==> src/hdl/capsb_pkg.sv <==
// ----------------------------------------------------------------------------
// capsb_pkg
// Shared constants, types and the resource table of the cache pipe
// admission scoreboard.
// ----------------------------------------------------------------------------
package capsb_pkg;

  localparam int PIPE_DEPTH = 8;
  localparam int SET_BITS   = 12;
  localparam int TAG_BITS   = 8;
  localparam int STAGE_BITS = $clog2(PIPE_DEPTH);

  // stages searched for a pending grant; the latest one wins
  localparam int GRANT_HI = 4;
  localparam int GRANT_LO = 2;

  // request kinds
  localparam logic KIND_TICK    = 1'b0;
  localparam logic KIND_REQUEST = 1'b1;

  // task sources
  localparam logic [2:0] SRC_NONE     = 3'd0;
  localparam logic [2:0] SRC_L2_ACQ   = 3'd1;
  localparam logic [2:0] SRC_L2_WB    = 3'd2;
  localparam logic [2:0] SRC_L3_GRANT = 3'd3;
  localparam logic [2:0] SRC_L3_REL   = 3'd4;
  localparam logic [2:0] SRC_PREFETCH = 3'd5;

  // resource mask bit positions
  localparam int RES_DIR_RD  = 0;
  localparam int RES_DIR_WR  = 1;
  localparam int RES_DATA_RD = 2;
  localparam int RES_DATA_WR = 3;
  localparam int RES_GRANT   = 4;

  // configuration register indexes
  localparam logic CFG_DIR_WRITE_STAGE = 1'b0;
  localparam logic CFG_DIR_READ_BYPASS = 1'b1;

  typedef logic [4:0] res_t;

  typedef struct packed {
    logic [2:0]          source;
    res_t                res;
    logic [SET_BITS-1:0] set_index;
    logic [TAG_BITS-1:0] tag;
  } stage_t;

  typedef stage_t [PIPE_DEPTH-1:0] stage_vec_t;

  typedef struct packed {
    logic ok;
    res_t res;
    logic set_conflict;
    logic data_stall;
    logic dir_stall;
  } decision_t;

  typedef struct packed {
    logic                  valid;
    logic [STAGE_BITS-1:0] stage;
    logic [TAG_BITS-1:0]   tag;
  } grant_t;

  function automatic res_t base_res(input logic [2:0] src);
    res_t r;
    r = '0;
    case (src)
      SRC_L2_ACQ:   r[RES_DIR_RD] = 1'b1;
      SRC_L2_WB: begin
        r[RES_DIR_RD]  = 1'b1;
        r[RES_DIR_WR]  = 1'b1;
        r[RES_DATA_WR] = 1'b1;
        r[RES_GRANT]   = 1'b1;
      end
      SRC_L3_GRANT: begin
        r[RES_DIR_RD]  = 1'b1;
        r[RES_DATA_RD] = 1'b1;
        r[RES_GRANT]   = 1'b1;
      end
      SRC_L3_REL:   r[RES_DATA_WR] = 1'b1;
      SRC_PREFETCH: r[RES_DIR_RD] = 1'b1;
      default:      r = '0;
    endcase
    return r;
  endfunction

endpackage

==> src/hdl/capsb_decide.sv <==
// ----------------------------------------------------------------------------
// capsb_decide
// Admission checks for one request and grant selection for one tick,
// evaluated against the current stage contents.
// ----------------------------------------------------------------------------
module capsb_decide import capsb_pkg::*; (
  input  stage_vec_t          stages,
  input  logic [2:0]          dir_write_stage,
  input  logic                dir_read_bypass,
  input  logic [2:0]          source,
  input  logic [SET_BITS-1:0] set_index,
  input  logic                hit,
  input  logic                upgrade,
  output decision_t           decision,
  output grant_t              grant
);

  logic [STAGE_BITS-1:0] ws;
  logic                  is_acq;
  logic                  src_known;
  logic                  set_block;
  res_t                  res;
  logic                  data_stall;
  logic                  dir_stall;

  // clamp the write stage into the pipe
  always_comb begin
    if (int'(dir_write_stage) >= PIPE_DEPTH) begin
      ws = STAGE_BITS'(PIPE_DEPTH - 1);
    end else begin
      ws = STAGE_BITS'(dir_write_stage);
    end
  end

  assign is_acq    = (source == SRC_L2_ACQ);
  assign src_known = (source != SRC_NONE) && (int'(source) <= int'(SRC_PREFETCH));

  always_comb begin
    res       = base_res(source);
    set_block = 1'b0;
    if (is_acq && hit) begin
      res[RES_DIR_WR] = 1'b1;
      if (!upgrade) begin
        res[RES_DATA_RD] = 1'b1;
      end
    end
    if (is_acq) begin
      for (int s = 1; s < PIPE_DEPTH; s++) begin
        if ((s <= int'(ws)) && (stages[s].source != SRC_NONE) &&
            (stages[s].set_index == set_index)) begin
          set_block = 1'b1;
        end
      end
    end
    if (dir_read_bypass) begin
      if (is_acq && (stages[ws].set_index == set_index)) begin
        res[RES_DIR_RD] = 1'b0;
      end
      set_block = 1'b0;
    end
  end

  assign data_stall = (res[RES_DATA_RD] || res[RES_DATA_WR]) &&
                      (stages[1].res[RES_DATA_RD] || stages[1].res[RES_DATA_WR]);
  assign dir_stall  = res[RES_DIR_RD] && stages[ws].res[RES_DIR_WR];

  always_comb begin
    decision.ok           = src_known && (stages[0].source == SRC_NONE) &&
                            !set_block && !data_stall && !dir_stall;
    decision.res          = res;
    decision.set_conflict = is_acq && set_block;
    decision.data_stall   = is_acq && data_stall;
    decision.dir_stall    = is_acq && dir_stall;
  end

  // latest stage wins, so scan upward and let later hits override
  always_comb begin
    grant = '0;
    for (int i = GRANT_LO; i <= GRANT_HI; i++) begin
      if ((stages[i].source == SRC_L3_GRANT) && stages[i].res[RES_GRANT]) begin
        grant.valid = 1'b1;
        grant.stage = STAGE_BITS'(i);
        grant.tag   = stages[i].tag;
      end
    end
  end

endmodule

==> src/hdl/cache_pipe_admission_scoreboard_unit.sv <==
// ----------------------------------------------------------------------------
// cache_pipe_admission_scoreboard_unit
// Admission scoreboard for the main pipeline of a last-level cache slice.
// ----------------------------------------------------------------------------
// The block tracks the tasks in each stage of the cache main pipeline (source,
// set, tag and a mask of directory read/write, data read/write and grant
// buffer use). A tick request sends at most one grant, from the latest of
// stages 4..2 holding an L3 grant task that still owns the grant buffer, then
// advances every stage by one. An admission request is checked for stage 0
// busy, back-to-back data use, directory read against the write stage's
// directory write and (for L2 acquires without bypass) a set conflict up to
// the write stage; if clear it enters stage 0. One request is taken per clock
// while the result register is free or draining; each is registered in the
// request register, then its result in the result register. The rate is one
// per cycle, set by the single update of the stage registers by each request.
// Configuration may only be written while no request is in flight.
// ----------------------------------------------------------------------------
module cache_pipe_admission_scoreboard_unit import capsb_pkg::*; (
  input  logic                clk,
  input  logic                rst,
  // configuration write port
  input  logic                cfg_write_en,
  input  logic                cfg_index,
  input  logic [2:0]          cfg_data,
  // request channel
  input  logic                in_valid,
  output logic                in_ready,
  input  logic                kind,
  input  logic [2:0]          source,
  input  logic [SET_BITS-1:0] set_index,
  input  logic                hit,
  input  logic                upgrade,
  input  logic [TAG_BITS-1:0] tag,
  // result channel
  output logic                out_valid,
  input  logic                out_ready,
  output logic                accepted,
  output logic                grant_valid,
  output logic [TAG_BITS-1:0] grant_tag,
  output logic [2:0]          grant_stage,
  output logic                set_conflict,
  output logic                data_stall,
  output logic                dir_stall
);

  // configuration registers
  logic [2:0] dir_write_stage;
  logic       dir_read_bypass;

  // request register
  logic                req_valid;
  logic                req_kind;
  logic [2:0]          req_source;
  logic [SET_BITS-1:0] req_set_index;
  logic                req_hit;
  logic                req_upgrade;
  logic [TAG_BITS-1:0] req_tag;

  // scoreboard
  stage_vec_t stages;
  stage_vec_t stages_next;

  decision_t decision;
  grant_t    grant;
  logic      advance;

  // request register moves on when the result register is free or draining
  assign advance  = req_valid && (!out_valid || out_ready);
  assign in_ready = !req_valid || advance;

  always_ff @(posedge clk) begin
    if (rst) begin
      dir_write_stage <= 3'd2;
      dir_read_bypass <= 1'b0;
    end else if (cfg_write_en) begin
      case (cfg_index)
        CFG_DIR_WRITE_STAGE: dir_write_stage <= cfg_data;
        CFG_DIR_READ_BYPASS: dir_read_bypass <= cfg_data[0];
        default: ;
      endcase
    end
  end

  always_ff @(posedge clk) begin
    if (rst) begin
      req_valid <= 1'b0;
    end else if (in_ready) begin
      req_valid <= in_valid;
    end
  end

  always_ff @(posedge clk) begin
    if (in_valid && in_ready) begin
      req_kind      <= kind;
      req_source    <= source;
      req_set_index <= set_index;
      req_hit       <= hit;
      req_upgrade   <= upgrade;
      req_tag       <= tag;
    end
  end

  capsb_decide u_decide (
    .stages          (stages),
    .dir_write_stage (dir_write_stage),
    .dir_read_bypass (dir_read_bypass),
    .source          (req_source),
    .set_index       (req_set_index),
    .hit             (req_hit),
    .upgrade         (req_upgrade),
    .decision        (decision),
    .grant           (grant)
  );

  // next scoreboard contents
  always_comb begin
    stage_vec_t granted;
    granted     = stages;
    stages_next = stages;
    if (advance) begin
      if (req_kind == KIND_TICK) begin
        // drop the grant buffer of the stage that sent, then shift
        if (grant.valid) begin
          granted[grant.stage].res[RES_GRANT] = 1'b0;
        end
        for (int i = PIPE_DEPTH - 1; i > 0; i--) begin
          stages_next[i] = granted[i-1];
        end
        stages_next[0] = '0;
      end else if (decision.ok) begin
        stages_next[0].source    = req_source;
        stages_next[0].res       = stages[0].res | decision.res;
        stages_next[0].set_index = req_set_index;
        stages_next[0].tag       = req_tag;
      end
    end
  end

  // empty stages must read as set 0, so the whole scoreboard resets
  always_ff @(posedge clk) begin
    if (rst) begin
      stages <= '0;
    end else begin
      stages <= stages_next;
    end
  end

  always_ff @(posedge clk) begin
    if (rst) begin
      out_valid <= 1'b0;
    end else if (advance) begin
      out_valid <= 1'b1;
    end else if (out_ready) begin
      out_valid <= 1'b0;
    end
  end

  // result register; unused fields of each request kind read as zero
  always_ff @(posedge clk) begin
    if (advance) begin
      if (req_kind == KIND_TICK) begin
        accepted     <= 1'b0;
        grant_valid  <= grant.valid;
        grant_tag    <= grant.valid ? grant.tag : '0;
        grant_stage  <= grant.valid ? 3'(grant.stage) : 3'd0;
        set_conflict <= 1'b0;
        data_stall   <= 1'b0;
        dir_stall    <= 1'b0;
      end else begin
        accepted     <= decision.ok;
        grant_valid  <= 1'b0;
        grant_tag    <= '0;
        grant_stage  <= 3'd0;
        set_conflict <= decision.set_conflict;
        data_stall   <= decision.data_stall;
        dir_stall    <= decision.dir_stall;
      end
    end
  end

endmodule

==> config.mk <==
export PLATFORM = sky130hd
export DESIGN_NAME = cache_pipe_admission_scoreboard_unit
export DESIGN_NICKNAME = d
export VERILOG_FILES = /design/src/hdl/capsb_pkg.sv /design/src/hdl/capsb_decide.sv /design/src/hdl/cache_pipe_admission_scoreboard_unit.sv
export SDC_FILE = /design/constraint.sdc
export NUM_CORES = 1
export LEC_CHECK = 0
export BUFFER_PORTS_ARGS = -buffer_cell sky130_fd_sc_hd__buf_4
export CORE_ASPECT_RATIO = 0.9
export CORE_MARGIN = 2
export CORE_UTILIZATION = 40
export CTS_BUF_LIST = sky130_fd_sc_hd__clkbuf_2
export DETAILED_ROUTE_END_ITERATION = 12
export PLACE_DENSITY_LB_ADDON = 0.25
export SYNTH_ARGS = -nofsm -noshare
export SYNTH_HDL_FRONTEND = slang
export SYNTH_HIERARCHICAL = 1
export SYNTH_SLANG_ARGS = --single-unit
==> constraint.sdc <==
create_clock -name clk -period 5.3 [get_ports clk]
set_input_delay 1.06 -clock clk [delete_from_list [all_inputs] [get_ports clk]]
set_output_delay 1.06 -clock clk [all_outputs]
set_load 0.02 [all_outputs]
==> impl_metrics.toml, run 1 <==
[clocking]
cts.sinks = 225
clock_latency_late_sink_ns = 0.86
cts.root.buffer_cell = "sky130_fd_sc_hd__clkbuf_2"
cts_hold_repair.buffers = 0
cts-htree-levels = 2
clock_tree_from_tritoncts = "done"
cts.repair_timing.setup_buffer_count = 0
worst_setup_hold_path_clk_slew_ns = 0.11
clock_path_buffers = 3
cts_made_buffers = 58
number_of_gates_given_a_new_drive_strength_after_cts = 0

[route]
drt_drc_violations_left = 0
finalWirelength_um = 29000
wire_per_inst_um = 18.9
drt-pass1-iter-count = 5
antenna_violating_nets_post_route = 0
drt-initial-drc-count = 768
post_drt_via_cell_ratio = 5.68
detailroute.via_count = 8731

[power]
net_load_switching_power_uw = 895
seqPwrFrac = 0.557
power_switching_share = 0.275
power.clock.fraction = 0.372
combPwrFrac = 0.070
power-per-cell-area_nw_per_um2 = 283
vdd_ir_drop_max_mv = 0.139
power_leakage_uw = 0.00390
internal_cell_power_uw = 2360

[sta]
final.setup_skew_ns = 0.115
tightestPinTransition_ns = 1.14
totalNegativeSetupSlack_ns = 0
max-slew-margin-rel = 0.239
final_slew_viol_count = 0
rsz0062_at_grt = "false"
final_min_period_over_clock_period = 0.742
setup_failing_eps_final = 0
finalWorstPathRequiredPeriod_ns = 3.93
timing.final.hold_violations = 0
fmaxAchievable_mhz = 254

[floorplan]
top_level_ports = 53
design.die.area_um2 = 28300
row_count = 57
die_height_um = 160
placeableCoreArea_um2 = 26700
floorplan.die.width_um = 177
effective_utilization_at_floorplan = 0.403

[critical_path]
crit_required_ns = 6.03
worst_setup_path_end_kind = "flip-flop"
critPathKind = "flip-flop to flip-flop"
timing.rr.start = "dir_write_stage[2]"
timing.reg2reg.setup_slack_ns = 1.37
worstPathMaxFanout = 23
worst-r2r-cell-count = 11
timing.rr.end = "stages[19]"
crit_path_start_kind = "flip-flop"
cp_arrival_ns = 4.66

[grt]
first_global_vias = 8066
wire_length_of_the_first_global_routing_pass_um = 46200
grt_antenna_before_repair = 1
grt_remaining_overflow = 0
gr-usage-all-layers = 0.205
grt_start_max_net_pins = 92

[placement]
dp_cell_count = 1435
dp_hpwl_um = 18900
globalplace.congestion = 0.872
port-buffer-count = 52

[synthesis]
postSynthAreaPerCell_um2 = 9.31
post_synth_inst_count = 1158
synth-warning-count = 6
syn_area_um2 = 10800
postSynthNetCount = 1193

[layout]
stdcell_count = 1538
fillers = 2691
mostFrequentLayoutCell = "sky130_fd_sc_hd__dfxtp_1"
drive_gt1_frac = 0.166
design.final.nets = 1176
syn2layout_area_growth_pct = 6.82
layout_common_cells = "182 x sky130_fd_sc_hd__dfxtp_1, 159 x sky130_fd_sc_hd__o21ai_0, 150 x sky130_fd_sc_hd__a21oi_1"

[hold_path]
worstHoldPathCells = 1
hold_path_endpoint = "req_tag[5]"
min_from = "tag[5]"
kind_of_path_behind_the_tightest_hold_check = "input port to flip-flop"

[flow_run]
cap_violations = 0

[run_status]
run_status = "finished, final reports clean"
worst max-delay path, cell delays in order (launching register included):
cell and delay [ns]:
sky130_fd_sc_hd__dfxtp_1 0.77, sky130_fd_sc_hd__buf_4 0.34, sky130_fd_sc_hd__and2_1 0.41, sky130_fd_sc_hd__o311ai_1 0.20, sky130_fd_sc_hd__nor4_1 0.37, sky130_fd_sc_hd__a211oi_2 0.07, sky130_fd_sc_hd__a311oi_2 0.32, sky130_fd_sc_hd__nor2_1 0.06
sky130_fd_sc_hd__and3_1 0.18, sky130_fd_sc_hd__and2_1 0.17, sky130_fd_sc_hd__and4b_1 0.54, sky130_fd_sc_hd__a22o_1 0.38
worst max-delay path by stage:
| stage | depth (start not counted) | end | from |
|---|---|---|---|
| 4_1_cts | 11 | stages[12] | dir_write_stage[2] |
| 6_report | 11 | stages[19] | dir_write_stage[2] |
| 3_5_place_dp | 11 | stages[4] | dir_write_stage[2] |
| 5_1_grt | 11 | stages[19] | dir_write_stage[2] |
| 2_1_floorplan | 13 | stages[0] | req_set_index[5] |
| 3_3_place_gp | 10 | stages[11] | dir_write_stage[1] |
sequential cells by signal, summed over array words and instances, names as in the netlist, 3 cells and up:
| name | flops |
|---|---|
| grant_stage | 3 |
| grant_tag | 8 |
| dir_write_stage | 3 |
| req_tag | 8 |
| req_source | 3 |
| stages | 177 |
| req_set_index | 12 |
final cells by class:
class,instances,area [um2],share of cell area
Multi-Input combinational cell,788,5100,0.443
Clock buffer,93,465,0.0404
Timing Repair Buffer,66,495,0.0430
Clock inverter,9,73.8,0.00641
Antenna cell,1,2.50,0.000217
Tap cell,354,443,0.0385
Sequential cell,225,4930,0.428
Inverter,2,7.51,0.000652
metal layers:
layer	up-vias	wire length [um]	track usage	share of wire
met5	-	0	0	0
met3	33	1950	0.0402	0.067
met1	4224	14200	0.320	0.49
met2	307	12500	0.285	0.43
li1	4167	-	-	-
met4	0	365	0.0541	0.013
per-stage QoR:
step	cell area (um2)	total power, uW	utilization	setup slack [ns]	hold slack, ns
2_1_floorplan	10800	2020	-	2.47	0.440
3_3_place_gp	11000	2080	0.410	1.54	0.448
3_5_place_dp	11000	2080	0.410	1.46	0.454
4_1_cts	11500	3300	0.431	1.41	0.266
5_1_grt	11500	3420	0.431	1.17	0.266
6_report	11500	3260	0.431	1.37	0.362
power groups by stage:
stage,Sequential (uW),Clock (uW),Combinational (uW)
after global placement,1850,0,229
after CTS,1820,1250,229
after floorplan,1830,0,189
after global routing,1820,1350,248
after detailed placement,1860,0,229
final,1820,1210,229
Note: power is estimated with default switching activity, not from simulation.
==> run 2, diff against run 1 <==
--- a/config.mk
+++ b/config.mk
@@ -5,6 +5,7 @@
 export SDC_FILE = /design/constraint.sdc
 export NUM_CORES = 1
 export LEC_CHECK = 0
+export ABC_AREA = 1
 export BUFFER_PORTS_ARGS = -buffer_cell sky130_fd_sc_hd__buf_4
 export CORE_ASPECT_RATIO = 0.9
 export CORE_MARGIN = 2
==> constraint.sdc (replaced) <==
create_clock -name clk -period 4 [get_ports clk]
set_input_delay 0.8 -clock clk [delete_from_list [all_inputs] [get_ports clk]]
set_output_delay 0.8 -clock clk [all_outputs]
set_load 0.02 [all_outputs]
==> run 2 against run 1 <==
Against the previous run: fmax grew 22%; largest power group unchanged; sequential share of layout area is 2.7 points lower; clock skew decreased by 0.014 ns; utilization increased by 2.1 points; worst hold slack got worse by 0.27 ns; critical endpoint is now stages[8]; cell count up 31%; global-route usage is 1.8 points higher; total power grew 36%; final area grew 6.6%.
==> impl_metrics.toml, run 2 <==
[run_status]
run_status = "finished, final reports clean"

[grt]
gr-usage-all-layers = 0.223
wire_length_of_the_first_global_routing_pass_um = 52900
grt_start_max_net_pins = 119
first_global_vias = 9848
grt_antenna_before_repair = 1
grt_remaining_overflow = 0

[layout]
drive_gt1_frac = 0.114
multi_input_comb_area_um2 = 5150
layout_common_cells = "484 x sky130_fd_sc_hd__nand2_1, 209 x sky130_fd_sc_hd__nand3_1, 192 x sky130_fd_sc_hd__a21oi_1"
layout.area.seq_um2 = 4920
top_regs = "stages: 177 flops, req_set_index: 12 flops"
design.final.nets = 1653
largest_register_ff_count = 177
fillers = 2780
largest_register = "stages"
syn2layout_area_growth_pct = 10.5
mostFrequentLayoutCell = "sky130_fd_sc_hd__nand2_1"
stdcell_count = 2017
fin_util = 0.452

[floorplan]
row_count = 57
placeableCoreArea_um2 = 27200
top_level_ports = 53
design.die.area_um2 = 29100
effective_utilization_at_floorplan = 0.409
floorplan.die.width_um = 180
die_height_um = 162

[critical_path]
cp_arrival_ns = 4.02
crit_required_ns = 4.79
critPathKind = "flip-flop to flip-flop"
worstPathMaxFanout = 24
worst_setup_path_end_kind = "flip-flop"
crit_path_start_kind = "flip-flop"

[route]
drt-initial-drc-count = 1260
antenna_violating_nets_post_route = 0
finalWirelength_um = 33100
detailroute.via_count = 10800
wire_per_inst_um = 16.4
drt-pass1-iter-count = 6
post_drt_via_cell_ratio = 5.35
drt_drc_violations_left = 0

[sta]
rsz0062_at_grt = "false"
finalWorstPathRequiredPeriod_ns = 3.23
tightestPinTransition_ns = 0.936
timing.final.hold_violations = 0
totalNegativeSetupSlack_ns = 0
final_min_period_over_clock_period = 0.808
fmaxAchievable_mhz = 310
max-slew-margin-rel = 0.376
final_slew_viol_count = 0
setup_failing_eps_final = 0
final.setup_skew_ns = 0.101
fin_worst_hold_slack_ns = 0.0912

[placement]
dp_cell_count = 1896
dp_hpwl_um = 21600
globalplace.congestion = 1.01
port-buffer-count = 52

[synthesis]
synth-warning-count = 6
post_synth_inst_count = 1592
syn_area_um2 = 11100
postSynthAreaPerCell_um2 = 6.98
postSynthNetCount = 1627

[power]
power.clock.fraction = 0.362
power_switching_share = 0.299
internal_cell_power_uw = 3100
p_total_uw = 4420
seqPwrFrac = 0.538
combPwrFrac = 0.100
net_load_switching_power_uw = 1320
vdd_ir_drop_max_mv = 0.277
power_leakage_uw = 0.00464
power-per-cell-area_nw_per_um2 = 360

[clocking]
cts_hold_repair.buffers = 15
worst_setup_hold_path_clk_slew_ns = 0.11
clock_latency_late_sink_ns = 0.91
clock_tree_from_tritoncts = "done"
cts.sinks = 225
cts-htree-levels = 2
clock_path_buffers = 3
cts.repair_timing.setup_buffer_count = 0
cts_made_buffers = 59
number_of_gates_given_a_new_drive_strength_after_cts = 0
cts.root.buffer_cell = "sky130_fd_sc_hd__clkbuf_2"

[hold_path]
kind_of_path_behind_the_tightest_hold_check = "input port to flip-flop"

[flow_run]
cap_violations = 0
run 2: cell type report:
type | instances | share of cell area
multi-input cells | 1129 | 0.419
flip-flops and latches | 225 | 0.401
repair buffers | 94 | 0.0666
clock buffers | 92 | 0.0375
well taps | 354 | 0.0361
inverters | 109 | 0.0335
clock inverters | 13 | 0.00601
diodes | 1 | 0.000204
run 2: metal layers:
metal | up-vias | GRT usage | part of all wire
li1 | 5332 | - | -
met1 | 4964 | 0.326 | 0.47
met2 | 423 | 0.327 | 0.42
met3 | 65 | 0.0433 | 0.083
met4 | 0 | 0.0765 | 0.024
met5 | - | 0 | 0
run 2: final timing paths:
| kind | startpoint | to | slack (ns) | depth (start not counted) |
|---|---|---|---|---|
| worst max-delay path | req_set_index[4] | stages[8] | 0.77 | 17 |
| worst max register to register | req_set_index[4] | stages[8] | 0.77 | 17 |
| worst min register to register | stages[23] | stages[23] | 0.46 | 2 |
| worst min-delay path | set_index[5] | req_set_index[5] | 0.09 | 1 |
run 2: power groups by stage:
stage	logic [uW]	registers, uW	clock network, uW
after floorplan	301	2420	0
after global placement	421	2430	0
after detailed placement	422	2430	0
after CTS	435	2380	1650
after global routing	483	2380	1790
final	442	2380	1600
run 2: per-stage QoR:
stage | worst slack (ns) | area (um2)
2_1_floorplan | 1.82 | 11100
3_3_place_gp | 0.949 | 11600
3_5_place_dp | 0.872 | 11600
4_1_cts | 0.826 | 12300
5_1_grt | 0.508 | 12300
6_report | 0.769 | 12300
run 2: critical path, cell delays in order, from the launching register on:
cell,delay (ns)
sky130_fd_sc_hd__edfxtp_1,0.53
sky130_fd_sc_hd__inv_1,0.49
sky130_fd_sc_hd__nand2_1,0.09
sky130_fd_sc_hd__o21ai_0,0.10
sky130_fd_sc_hd__nor2_1,0.06
sky130_fd_sc_hd__nand4_1,0.07
sky130_fd_sc_hd__nor2_1,0.05
sky130_fd_sc_hd__nand2_1,0.13
sky130_fd_sc_hd__nand2_1,0.08
sky130_fd_sc_hd__nor2_1,0.20
sky130_fd_sc_hd__nand2_1,0.09
sky130_fd_sc_hd__a21oi_1,0.13
sky130_fd_sc_hd__nand2_1,0.07
sky130_fd_sc_hd__inv_1,0.07
sky130_fd_sc_hd__nand2_1,0.05
sky130_fd_sc_hd__inv_1,0.56
sky130_fd_sc_hd__nand4_1,0.17
sky130_fd_sc_hd__a21oi_1,0.20
